$ cat src/rtl/core/ms_pkg.sv
package ms_pkg;

    // Element width and store geometry
    localparam int DATA_W    = 32;
    localparam int DEPTH     = 64;
    localparam int MAX_ITEMS = 64;
    localparam int ADDR_W    = $clog2(DEPTH);
    localparam int CNT_W     = $clog2(DEPTH + 1);

    // Top-level sequencer states
    typedef enum logic [2:0] {
        ST_LOAD,
        ST_START,
        ST_MERGE,
        ST_PRE,
        ST_EMIT
    } t_state;

    // Merge controller to datapath
    typedef struct packed {
        logic [ADDR_W-1:0] rd_a;
        logic [ADDR_W-1:0] rd_b;
        logic [ADDR_W-1:0] wr_addr;
        logic              wr_en;
        logic              take_a;
        logic              src_scr;
        logic              done;
    } t_merge_ctl;

endpackage

$ cat src/rtl/core/ms_merge_ctl.sv
module ms_merge_ctl (
    input  logic                          i_clk,
    input  logic                          i_rst_n,
    input  logic                          i_start,
    input  logic [ms_pkg::CNT_W-1:0]      i_count,
    input  logic [ms_pkg::DATA_W-1:0]     i_q_a,
    input  logic [ms_pkg::DATA_W-1:0]     i_q_b,
    output ms_pkg::t_merge_ctl            o_ctl
);

    localparam int SUM_W = ms_pkg::CNT_W + 2;

    logic                     r_busy, n_busy;
    logic                     r_wait, n_wait;
    logic                     r_src_scr, n_src_scr;
    logic [ms_pkg::CNT_W-1:0] r_width, n_width;
    logic [ms_pkg::CNT_W-1:0] r_mid, n_mid;
    logic [ms_pkg::CNT_W-1:0] r_hi, n_hi;
    logic [ms_pkg::CNT_W-1:0] r_i, n_i;
    logic [ms_pkg::CNT_W-1:0] r_j, n_j;
    logic [ms_pkg::CNT_W-1:0] r_k, n_k;

    logic             active;
    logic             take_a;
    logic             run_end;
    logic             pass_end;
    logic             sort_done;
    logic [SUM_W-1:0] cnt_x;
    logic [SUM_W-1:0] hi_x;
    logic [SUM_W-1:0] wid_x;
    logic [SUM_W-1:0] wid2_x;

    // Bound a run edge by the set size
    function automatic logic [ms_pkg::CNT_W-1:0] f_clip(
        input logic [SUM_W-1:0]         v,
        input logic [ms_pkg::CNT_W-1:0] lim
    );
        logic [SUM_W-1:0] lim_x;
        lim_x = SUM_W'(lim);
        return (v > lim_x) ? lim : v[ms_pkg::CNT_W-1:0];
    endfunction

    assign cnt_x  = SUM_W'(i_count);
    assign hi_x   = SUM_W'(r_hi);
    assign wid_x  = SUM_W'(r_width);
    assign wid2_x = wid_x << 1;

    // Pick the lower head; the left run wins ties to keep arrival order
    assign active   = r_busy && !r_wait;
    assign take_a   = (r_i < r_mid) &&
                      ((r_j >= r_hi) || ($signed(i_q_a) <= $signed(i_q_b)));
    assign run_end  = active && ((r_k + ms_pkg::CNT_W'(1)) == r_hi);
    assign pass_end = run_end && (r_hi == i_count);
    assign sort_done = pass_end && (wid2_x >= cnt_x);

    // Advance run indexes, runs and passes
    always_comb begin
        n_busy    = r_busy;
        n_wait    = 1'b0;
        n_src_scr = r_src_scr;
        n_width   = r_width;
        n_mid     = r_mid;
        n_hi      = r_hi;
        n_i       = r_i;
        n_j       = r_j;
        n_k       = r_k;
        if (i_start) begin
            n_busy    = (i_count > ms_pkg::CNT_W'(1));
            n_src_scr = 1'b0;
            n_width   = ms_pkg::CNT_W'(1);
            n_i       = '0;
            n_mid     = ms_pkg::CNT_W'(1);
            n_j       = ms_pkg::CNT_W'(1);
            n_hi      = f_clip(SUM_W'(2), i_count);
            n_k       = '0;
        end else if (active) begin
            if (!run_end) begin
                n_k = r_k + ms_pkg::CNT_W'(1);
                if (take_a) begin
                    n_i = r_i + ms_pkg::CNT_W'(1);
                end else begin
                    n_j = r_j + ms_pkg::CNT_W'(1);
                end
            end else if (!pass_end) begin
                n_i   = r_hi;
                n_k   = r_hi;
                n_mid = f_clip(hi_x + wid_x, i_count);
                n_j   = f_clip(hi_x + wid_x, i_count);
                n_hi  = f_clip(hi_x + wid2_x, i_count);
            end else begin
                n_src_scr = !r_src_scr;
                n_width   = wid2_x[ms_pkg::CNT_W-1:0];
                if (sort_done) begin
                    n_busy = 1'b0;
                end else begin
                    // Re-read the new source after its last write lands
                    n_wait = 1'b1;
                    n_i    = '0;
                    n_k    = '0;
                    n_mid  = wid2_x[ms_pkg::CNT_W-1:0];
                    n_j    = wid2_x[ms_pkg::CNT_W-1:0];
                    n_hi   = f_clip(wid2_x << 1, i_count);
                end
            end
        end
    end

    always_ff @(posedge i_clk) begin
        if (!i_rst_n) begin
            r_busy    <= 1'b0;
            r_wait    <= 1'b0;
            r_src_scr <= 1'b0;
        end else begin
            r_busy    <= n_busy;
            r_wait    <= n_wait;
            r_src_scr <= n_src_scr;
        end
    end

    always_ff @(posedge i_clk) begin
        r_width <= n_width;
        r_mid   <= n_mid;
        r_hi    <= n_hi;
        r_i     <= n_i;
        r_j     <= n_j;
        r_k     <= n_k;
    end

    // Read next heads so the registered data matches the held indexes
    always_comb begin
        o_ctl.rd_a    = n_i[ms_pkg::ADDR_W-1:0];
        o_ctl.rd_b    = n_j[ms_pkg::ADDR_W-1:0];
        o_ctl.wr_addr = r_k[ms_pkg::ADDR_W-1:0];
        o_ctl.wr_en   = active;
        o_ctl.take_a  = take_a;
        o_ctl.src_scr = r_src_scr;
        o_ctl.done    = sort_done;
    end

endmodule

$ cat config.mk
export PLATFORM = sky130hd
export DESIGN_NAME = ms_merge_ctl
export DESIGN_NICKNAME = d
export VERILOG_FILES = /design/src/rtl/core/ms_pkg.sv /design/src/rtl/core/ms_merge_ctl.sv
export SDC_FILE = /design/constraint.sdc
export NUM_CORES = 1
export LEC_CHECK = 0
export BUFFER_PORTS_ARGS = -buffer_cell sky130_fd_sc_hd__buf_2
export CAP_MARGIN = 5
export CORE_UTILIZATION = 45
export CTS_CLUSTER_SIZE = 30
export DETAILED_ROUTE_END_ITERATION = 16
export HOLD_SLACK_MARGIN = 0.08
export PLACE_DENSITY = 0.68
export SLEW_MARGIN = 10
export SYNTH_ARGS = -nofsm -noshare
export SYNTH_HDL_FRONTEND = slang
export SYNTH_SLANG_ARGS = --single-unit
$ cat constraint.sdc
create_clock -name i_clk -period 10.65 [get_ports i_clk]
set_input_delay 1.5975 -clock i_clk [delete_from_list [all_inputs] [get_ports i_clk]]
set_output_delay 1.5975 -clock i_clk [all_outputs]
set_load 0.02 [all_outputs]
* Word level (Yosys, flattened, before mapping)
Cells that the tools add are included.
** Word-level totals
- Bits in registers :: 45
- Bits of input ports :: 74
- Logic and storage cells :: 89
** Cells by class
- Add/subtract/negate cells :: 5
- $lt $le $gt $ge :: 9
- Equal/unequal tests :: 6
- Mux-type cells :: 32
- Bitwise gates (word level) :: 4
- Reduce and logical (&&, ||, !) cells :: 22
** Operators with widths (number)
- two-way mux 7 bit :: 22
- less-or-equal comparator 32 bit :: 1
- two-way mux 6 bit :: 4
- adder 7 x 1 -> 7 bit, second input constant :: 3
- > comparator 9 x 7 -> 1 bit :: 2
- AND reduction 3 bit :: 5
- equality test 7 bit :: 2
- nonzero test 2 bit :: 5
- adder 7 x 8 -> 9 bit :: 1
- adder 7 x 7 -> 8 bit :: 1
- greater-or-equal comparator 8 x 7 -> 1 bit :: 1
- > comparator 8 x 7 -> 1 bit :: 1
- greater-or-equal comparator 7 bit :: 1
- > comparator 2 x 7 -> 1 bit, first input constant :: 1
- > comparator 7 x 1 -> 1 bit, second input constant :: 1
- < comparator 7 bit :: 1
- two-way mux 1 bit :: 6
- inequality test 3 bit, second input constant :: 2
- logical AND 1 bit :: 5
- OR reduction 5 bit :: 1
- NOT 1 bit :: 4
- AND reduction 4 bit :: 1
- zero test 1 bit :: 2
- inequality test 2 x 1 -> 1 bit, second input constant :: 1
- other kinds (4) :: 4

* Logic depth before layout (Yosys ltp)
Gate-level depths: netlist (run 1).
- Word-level depth :: 10
- Mapped depth :: 16

* Worst setup path after synthesis (run 1)
No wires, ideal clock.
- Path kind :: input to output
- From :: in i_q_b[31] (netlist bit)
- To :: out o_ctl[11] (netlist bit)
- Arrival :: 4560 ps
- Data required time :: 9053 ps
- Setup slack :: 4492 ps
- Cell stages on the path :: 12
- Buffers on the path :: 1
- Path through :: inv_1 > ha_1 > nand4_1 > nor4_1 > a31oi_1 > and3b_1 > a221oi_1 > nand3_1 > inv_1 > buf_2 > nor4_1 > a2111oi_0
** RTL lines
- from (decl) :: line ms_merge_ctl.sv:7 : input logic [ms_pkg::DATA_W-1:0] i_q_b,
- to (decl) :: line ms_merge_ctl.sv:8 : output ms_pkg::t_merge_ctl o_ctl

==> impl_metrics.csv, run 1 <==
group,metric,value,unit
global_routing,grtUsageTotal,0.2708,
placement,pre_cts_slack,4.156,ns
critical_path,start_kind,"input port",
sta,worstMarginPinSlew,1.032,ns
logic_synthesis,synth_ff_type,"dfxtp_1",
critical_path,cp_slowest_stage_delay,0.49,ns
logic_synthesis,synthMuxAreaShare,0.03818,
cts,cts_resized,0,
run_status,outcome,"finished clean",
logic_synthesis,synth-compound-area-share,0.2359,
logic_synthesis,async_flop_share,0,
layout,num_antenna_cells,0,
cts,cts_sinks,45,
floorplan,die_h,108.9,um
critical_path,ff2ff_setup_slack,6.37,ns
logic_synthesis,seq_area_frac_synth,0.1887,
logic_synthesis,ys_types,68,
critical_path,crit_type,"in -> out",
pwr,power_frac_clock,0.315,
logic_synthesis,syn_nets,829,
cts,clockBufferDepth,2,
pwr,powerDensity,102.3,nW/um^2
routing,wl_per_cell,17.72,um
placement,placed_cell_area,5625,um^2
cts,postCtsHoldBufs,0,
floorplan,io_pins,96,
pwr,switching_share,0.3571,
hold_path,hold_class,"reg -> reg",
cts,postCtsSetupBuffers,0,
pwr,power.switching,0.2119,mW
layout,num-nets-final,899,
sta,timing.final.ws_setup,4.120,ns
routing,num_vias,5312,
sta,setup_violations,0,
critical_path,cp.required,9.05,ns
pwr,peakVddDrop,0.06542,mV
cts,cts_max_level,2,
routing,drt_first_iter_violations,446,
layout,drive_gt1_frac,0.1572,
logic_synthesis,ys_warn_count,0,
logic_synthesis,synthCells,667,
layout,mostFrequentLayoutCells,"buf_2 (95), ha_1 (86), inv_1 (75)",
cts,root_buffer,"clkbuf_16",
logic_synthesis,netlist_area,5145,um^2
sta,finalClockSkew,0.005293,ns
sta,maxSlewHeadroom,0.3029,
pwr,seqPwrFrac,0.332,
cts,cts_buffers,5,
critical_path,end_kind,"primary output",
pwr,internal_power,0.3814,mW
pwr,p_comb_frac,0.354,
global_routing,overflow,0,
critical_path,crit_chain,"buf_2 -> inv_1 -> ha_1 -> nand4_1 -> nor4_1 -> a31oi_1 -> and3b_1 -> a221oi_1 -> nand3_1 -> inv_1 -> nor4_1 -> a2111oi_0 -> buf_2",
logic_synthesis,synth_edf_count,7,
cts,cts_tree,"built",
global_routing,grt_max_degree,50,
routing,wl,15.56,mm
critical_path,worstPathMaxFanout,14,
placement,dp_hpwl,11.95,mm
critical_path,crit_slowest_cell,"inv_1",
critical_path,reg2reg_depth,14,
cts,clk-insertion-delay-late,0.30,ns
routing,drc_errors,0,
placement,gp_congestion,0.9053,
routing,ant_nets,0,
critical_path,worstPathArrival,4.93,ns
pwr,p_leak,2.731,nW
floorplan,design.die.area,11860,um^2
layout,area_growth,12.69,%
floorplan,core-area,10980,um^2
layout,design_area,5798,um^2
sta,hold_violations,0,
layout,mostFrequentLayoutCell,"buf_2",
floorplan,start_util,0.4684,
pwr,power,0.5933,mW
cts,cts.clk_slew.worst_paths,0.07,ns
logic_synthesis,synth_xor_area_frac,0.03575,
sta,report.final.slew_viol_count,0,
sta,period_share,0.6132,
floorplan,die_w,108.9,um
logic_synthesis,synth_seq_cells,45,
logic_synthesis,synth_top_family_by_area,"compound AO/OA/AOI/OAI gates",
sta,layout_min_cycle_time,6.530,ns
routing,vias_per_cell,6.050,
global_routing,first_global_vias,5151,
job,maxCapViolCount,0,
placement,port_buffers,95,
hold_path,holdPathStages,2,
global_routing,antenna_found_initial,0,
floorplan,row_count,38,
global_routing,grt_pass1_wl,25.09,mm
routing,first_pass_iters,5,
logic_synthesis,avgSynthCellArea,7.714,um^2
logic_synthesis,synthAdderAreaFrac,0.2169,
logic_synthesis,yosys.area_share.simple,0.1946,
sta,timing.fmax,153.1,MHz
layout,fillCellCount,1071,
sta,rsz0062_at_grt,"no",
sta,setup_tns,0,ns
cells by family (layout without fill, tap and decap cells):
| group | after synthesis | after routing |
|---|---|---|
| DFF | 45 | 45 |
| muxes | 19 | 19 |
| adders and majority gates | 88 | 88 |
| buffers and inverters | 109 | 180 |
| and+or+nand+nor | 202 | 202 |
| xor gates and xnor gates | 21 | 21 |
| AOI/OAI and AO/OA | 183 | 183 |
registers in the layout (all words and copies together) (netlist names):
register	cells
r_j	7
r_i	7
r_src_scr	1
r_wait	1
r_mid	7
r_width	7
r_busy	1
r_k	7
r_hi	7
per-stage QoR:
| stage | std cells | util | hold slack, ns |
|---|---|---|---|
| after floorplan | 667 | - | 0.4319 |
| after global placement | 870 | 0.5122 | 0.4430 |
| after detailed placement | 870 | 0.5122 | 0.4513 |
| after CTS | 878 | 0.5279 | 0.4606 |
| after global routing | 878 | 0.5279 | 0.4831 |
| final | 878 | 0.5279 | 0.4533 |
final timing paths:
check / startpoint / end
worst max register to register: r_width[1]$_SDFFE_PP0P_ / r_j[1]$_DFF_P_
worst max-delay path: i_q_b[31] / o_ctl[11]
worst min register to register: r_mid[4]$_SDFFE_PP0P_ / r_mid[4]$_SDFFE_PP0P_
worst min-delay path: r_mid[4]$_SDFFE_PP0P_ / r_mid[4]$_SDFFE_PP0P_
critical path: cells and delay by family:
| kind | cells | cell delay (ns) |
|---|---|---|
| AOI/OAI and AO/OA | 3 | 0.87 |
| buffers and inverters | 4 | 0.87 |
| adders and majority gates | 1 | 0.35 |
| and+or+nand+nor | 5 | 1.25 |
power by group through the flow:
| stage | combinational [mW] | clock, mW | sequential, mW |
|---|---|---|---|
| CTS | 0.207 | 0.188 | 0.196 |
| detailed placement | 0.205 | 0 | 0.199 |
| floorplan | 0.153 | 0 | 0.192 |
| global placement | 0.198 | 0 | 0.200 |
| global route | 0.234 | 0.195 | 0.197 |
| finish | 0.210 | 0.187 | 0.197 |
cells in the mapped netlist (all sizes together), types with 3 or more instances:
| cell | n | area share |
|---|---|---|
| nor2 | 57 | 0.043 |
| a221oi | 8 | 0.015 |
| and3 | 3 | 0.0036 |
| nand2 | 45 | 0.033 |
| and4 | 3 | 0.0051 |
| a41oi | 3 | 0.0051 |
| or3 | 5 | 0.0061 |
| or4 | 5 | 0.0073 |
| and2 | 3 | 0.0036 |
| xor2 | 5 | 0.0085 |
| nor4 | 10 | 0.012 |
| a21o | 13 | 0.019 |
| inv | 76 | 0.055 |
| nand2b | 8 | 0.0097 |
| xnor2 | 16 | 0.027 |
| a211oi | 12 | 0.018 |
| o22ai | 4 | 0.0049 |
| o21ai | 34 | 0.034 |
| mux2i | 17 | 0.033 |
| dfxtp | 38 | 0.15 |
| nor3 | 14 | 0.014 |
| o211ai | 10 | 0.015 |
| nand3 | 23 | 0.022 |
| buf | 19 | 0.024 |
| a21oi | 59 | 0.057 |
| o21a | 9 | 0.013 |
| edfxtp | 7 | 0.041 |
| nor2b | 7 | 0.0085 |
| nand4 | 11 | 0.013 |
| ha | 86 | 0.21 |
| clkbuf | 14 | 0.010 |
| o31ai | 3 | 0.0044 |
routing by layer:
metal / up-vias / GRT usage / share of wire
met1: 2493 / 0.3414 / 0.42
met3: 30 / 0.05140 / 0.084
met2: 232 / 0.4623 / 0.47
met5: - / 0 / 0
met4: 0 / 0.08591 / 0.023
li1: 2557 / - / -
final cells by class:
class	instances	area, um^2	share of cell area
inverter	76	285.3	0.04920
sequential	45	970.9	0.1675
multi-input combinational	513	3711	0.6401
clock buffer	5	125.1	0.02158
tap	140	175.2	0.03021
clock inverter	3	47.55	0.008200
timing repair buffer	96	483.0	0.08330
Note: power is estimated with default switching activity, not from simulation.
==> run 2, diff against run 1 <==
- clock period: 10.65 -> 6.65 ns (I/O delays scaled with it)
==> impl_metrics.csv, run 2 (same netlist as run 1, synthesis figures left out) <==
group,metric,value,unit
routing,drt_first_iter_violations,376,
pwr,power_frac_clock,0.313,
routing,num_vias,5276,
pwr,p_comb_frac,0.353,
layout,num-nets-final,900,
hold_path,holdPathStages,2,
placement,port_buffers,95,
layout,mostFrequentLayoutCells,"buf_2 (95), ha_1 (86), inv_1 (75)",
sta,finalClockSkew,0.009853,ns
routing,first_pass_iters,5,
pwr,p_leak,2.735,nW
routing,wl,15.25,mm
floorplan,row_count,38,
critical_path,end_kind,"primary output",
pwr,powerDensity,162.3,nW/um^2
layout,area_growth,12.84,%
routing,wl_per_cell,17.35,um
cts,cts_tree,"built",
job,maxCapViolCount,0,
cts,cts_resized,0,
run_status,outcome,"finished clean",
sta,timing.fmax,179.6,MHz
global_routing,grtUsageTotal,0.2617,
cts,clockBufferDepth,2,
floorplan,core-area,10980,um^2
critical_path,start_kind,"register",
global_routing,use_met2,0.4412,
sta,period_share,0.8372,
critical_path,crit_slowest_cell,"edfxtp_1",
cts,postCtsHoldBufs,0,
critical_path,crit_buf_inv,1,
critical_path,crit_chain,"ha_1 -> nor2b_1 -> o31a_1 -> or4_1 -> nand3_1 -> ha_1 -> nor2_1 -> a41oi_1 -> a221o_1 -> mux2i_1 -> a21oi_1 -> o21a_1 -> a2111oi_0 -> buf_2",
cts,cts_max_level,2,
pwr,internal_power,0.6103,mW
floorplan,start_util,0.4684,
floorplan,design.die.area,11860,um^2
routing,ant_nets,0,
layout,num_antenna_cells,0,
floorplan,die_w,108.9,um
global_routing,antenna_found_initial,0,
critical_path,crit_type,"reg -> out",
global_routing,grt_pass1_wl,24.24,mm
critical_path,worstPathArrival,4.57,ns
sta,worstMarginPinSlew,0.9353,ns
critical_path,cp.required,5.65,ns
placement,pre_cts_slack,1.257,ns
global_routing,first_global_vias,5028,
cts,root_buffer,"clkbuf_16",
global_routing,met3_usage,0.04961,
sta,report.final.slew_viol_count,0,
sta,rsz0062_at_grt,"no",
critical_path,cp_slowest_stage_delay,0.59,ns
sta,setup_tns,0,ns
floorplan,io_pins,96,
sta,hold_violations,0,
global_routing,grtUsageMet1,0.3419,
sta,maxSlewHeadroom,0.3683,
routing,vias_per_cell,6.002,
pwr,seqPwrFrac,0.334,
cts,cts.clk_slew.worst_paths,0.07,ns
critical_path,worstPathMaxFanout,9,
sta,timing.final.ws_setup,1.082,ns
sta,setup_violations,0,
floorplan,die_h,108.9,um
pwr,power.switching,0.3318,mW
cts,clk-insertion-delay-late,0.29,ns
sta,layout_min_cycle_time,5.568,ns
placement,gp_congestion,0.8932,
cts,postCtsSetupBuffers,0,
layout,mostFrequentLayoutCell,"buf_2",
routing,drc_errors,0,
critical_path,path_delay_family,"compound AO/OA/AOI/OAI gates",
critical_path,crit_top_cell,"ha_1",
critical_path,cp.depth,14,
pwr,switching_share,0.3522,
global_routing,top_usage_layer,"met2",
cts,cts_sinks,45,
hold_path,hold_class,"reg -> reg",
critical_path,reg2reg_depth,13,
layout,drive_gt1_frac,0.1583,
global_routing,overflow,0,
pwr,peakVddDrop,0.1154,mV
cts,cts_buffers,5,
global_routing,grt_max_degree,50,
placement,dp_hpwl,11.96,mm
[run 2: routing by layer]
metal	vias up	share of wire
met2	227	0.46
met1	2465	0.43
met5	-	0
met3	27	0.091
met4	0	0.018
li1	2557	-
[run 2: final timing paths]
path                                            start                    end  slack, ns
worst max-delay path                r_hi[2]$_DFFE_PP_              o_ctl[11]       1.08
worst min-delay path            r_mid[4]$_SDFFE_PP0P_  r_mid[4]$_SDFFE_PP0P_       0.45
worst max register to register      r_hi[2]$_DFFE_PP_         r_j[1]$_DFF_P_       2.48
worst min register to register  r_mid[4]$_SDFFE_PP0P_  r_mid[4]$_SDFFE_PP0P_       0.45
[run 2: area by class of cell]
cell class | instances | area (um^2)
well taps | 140 | 175.2
flip-flops and latches | 45 | 970.9
inverters | 76 | 285.3
clock inverters | 3 | 47.55
clock buffers | 5 | 125.1
fillers | 1049 | 5177
repair buffers | 97 | 490.5
multi-input cells | 513 | 3711
[run 2: per-stage QoR]
step | instances | power, mW | utilization | hold WS (ns) | area, um^2
global placement | 871 | 0.6366 | 0.5129 | 0.4450 | 5633
floorplan | 667 | 0.5528 | - | 0.4319 | 5145
finish | 879 | 0.9420 | 0.5286 | 0.4529 | 5806
detailed placement | 871 | 0.6472 | 0.5129 | 0.4466 | 5633
CTS | 879 | 0.9394 | 0.5286 | 0.4585 | 5806
global route | 879 | 0.9924 | 0.5286 | 0.4849 | 5806
[run 2: worst reg2reg max path, delay by kind of cell (launching register included)]
| kind | cells | cell delay [ns] |
|---|---|---|
| simple gates | 4 | 0.85 |
| compound gates | 6 | 1.65 |
| flops | 1 | 0.59 |
| fa+ha+maj | 2 | 0.69 |
| mux | 1 | 0.21 |
[run 2: power groups by stage]
stage / Combinational [mW] / Clock (mW) / Sequential (mW)
4_1_cts: 0.330 / 0.296 / 0.313
3_5_place_dp: 0.328 / 0 / 0.319
2_1_floorplan: 0.245 / 0 / 0.307
3_3_place_gp: 0.317 / 0 / 0.320
5_1_grt: 0.372 / 0.305 / 0.316
6_report: 0.332 / 0.295 / 0.315
==> run 3, diff against run 2 <==
- clock period: 6.65 -> 5.4 ns (I/O delays scaled with it)
==> impl_metrics.csv, run 3 (same netlist as run 1, synthesis figures left out) <==
group,metric,value,unit
routing,num_vias,5365,
cts,postCtsSetupBuffers,0,
routing,wl,15.82,mm
cts,cts_sinks,45,
job,maxCapViolCount,0,
layout,fillCellCount,1018,
sta,whs,0.4537,ns
cts,cts.clk_slew.worst_paths,0.07,ns
cts,postCtsHoldBufs,0,
hold_path,hold_class,"reg -> reg",
sta,setup_tns,0,ns
cts,cts_buffers,5,
layout,multi_input_area,3717,um^2
global_routing,antenna_found_initial,0,
sta,report.final.slew_viol_count,0,
placement,port_buffers,95,
cts,clk-insertion-delay-late,0.29,ns
critical_path,worstPathArrival,4.34,ns
cts,cts_max_level,2,
hold_path,min_to,"r_mid[2]$_SDFFE_PP0P_",
placement,dp_hpwl,12.42,mm
global_routing,grtUsageTotal,0.2754,
critical_path,worstSetupStartpoint,"r_width[0]$_SDFFE_PP1P_",
critical_path,cp.required,4.59,ns
cts,cts_tree,"built",
layout,area_growth,14.98,%
placement,gp_congestion,1.003,
sta,worstMarginPinSlew,0.9703,ns
global_routing,grt_pass1_wl,25.39,mm
sta,setup_violations,0,
global_routing,first_global_vias,5248,
routing,wl_per_cell,17.77,um
floorplan,io_pins,96,
run_status,outcome,"finished clean",
layout,num-nets-final,911,
sta,rsz0062_at_grt,"no",
critical_path,worstPathMaxFanout,8,
global_routing,overflow,0,
layout,design_area,5916,um^2
routing,vias_per_cell,6.028,
pwr,powerDensity,205.2,nW/um^2
critical_path,worst_r2r_endpoint,"r_hi[0]$_DFFE_PP_",
placement,placed_cell_area,5715,um^2
critical_path,start_kind,"register",
critical_path,reg2reg_depth,14,
cts,clockBufferDepth,2,
sta,period_share,0.9542,
routing,drc_errors,0,
sta,hold_violations,0,
critical_path,end_kind,"primary output",
layout,drive_gt1_frac,0.1720,
critical_path,crit_type,"reg -> out",
pwr,p_leak,2.803,nW
floorplan,design.die.area,11860,um^2
sta,layout_min_cycle_time,5.153,ns
floorplan,die_w,108.9,um
sta,timing.fmax,194.1,MHz
floorplan,start_util,0.4684,
routing,first_pass_iters,5,
floorplan,die_h,108.9,um
sta,finalClockSkew,0.008720,ns
layout,regArea,970.9,um^2
layout,mostFrequentLayoutCell,"buf_2",
floorplan,core-area,10980,um^2
cts,root_buffer,"clkbuf_16",
routing,ant_nets,0,
layout,num_antenna_cells,0,
global_routing,grt_max_degree,50,
hold_path,min_from,"r_mid[2]$_SDFFE_PP0P_",
sta,maxSlewHeadroom,0.3447,
pwr,peakVddDrop,0.1545,mV
layout,mostFrequentLayoutCells,"buf_2 (95), ha_1 (86), inv_1 (75)",
critical_path,r2r-start,"r_hi[1]$_DFFE_PP_",
routing,drt_first_iter_violations,432,
hold_path,holdPathStages,2,
floorplan,row_count,38,
critical_path,ff2ff_setup_slack,1.28,ns
## run 3: worst max-delay path, cell delays in order (launching register included)
cell	delay [ns]
dfxtp_1	0.52
ha_1	0.26
inv_1	0.07
fa_1	0.41
nor2b_1	0.17
o21ai_0	0.09
a21oi_1	0.20
ha_1	0.28
and4_1	0.20
o21ai_0	0.07
o211ai_1	0.12
a221o_1	0.51
mux2i_1	0.21
a21oi_1	0.10
o21a_1	0.17
a2111oi_2	0.42
buf_2	0.25
## run 3: layer usage
metal	part of all wire	routed length (um)	vias up	GRT usage
met1	0.42	6693	2446	0.3561
li1	-	-	2580	-
met4	0.041	651	0	0.1284
met5	0	0	-	0
met2	0.44	7021	282	0.4452
met3	0.092	1449	57	0.04543
## run 3: repair_timing
action | in CTS | in global routing
hold endpoints to repair | 0 | 0
resized for setup | 0 | 2
setup endpoints to repair | 0 | 1
## run 3: layout make-up
cell class,instances,area share
multi-input cells,513,0.6284
well taps,140,0.02961
clock inverters,3,0.01163
flip-flops and latches,45,0.1641
repair buffers,108,0.09687
clock buffers,5,0.02115
inverters,76,0.04822
## run 3: power by group
| group | internal, mW | leakage (nW) | switching (mW) |
|---|---|---|---|
| Sequential | 0.356 | 0.378 | 0.0188 |
| Clock | 0.267 | 0.0944 | 0.139 |
| Combinational | 0.182 | 2.33 | 0.250 |
## run 3: metrics by stage
stage	utilization	total power [mW]	setup slack, ns	cells
3_5_place_dp	0.5204	0.8059	0.4487	882
4_1_cts	0.5381	1.213	0.1173	890
2_1_floorplan	-	0.6808	0.3911	667
6_report	0.5386	1.214	0.2474	890
5_1_grt	0.5386	1.283	0.06595	890
3_3_place_gp	0.5204	0.7922	0.5430	882
## run 3: worst max path at each step
stage | cells after the start | endpoint | slack [ns]
after global routing | 16 | o_ctl[11] | 0.07
after CTS | 16 | o_ctl[11] | 0.12
final | 16 | o_ctl[11] | 0.25
after detailed placement | 16 | o_ctl[11] | 0.45
after floorplan | 13 | o_ctl[11] | 0.39
after global placement | 14 | o_ctl[11] | 0.54
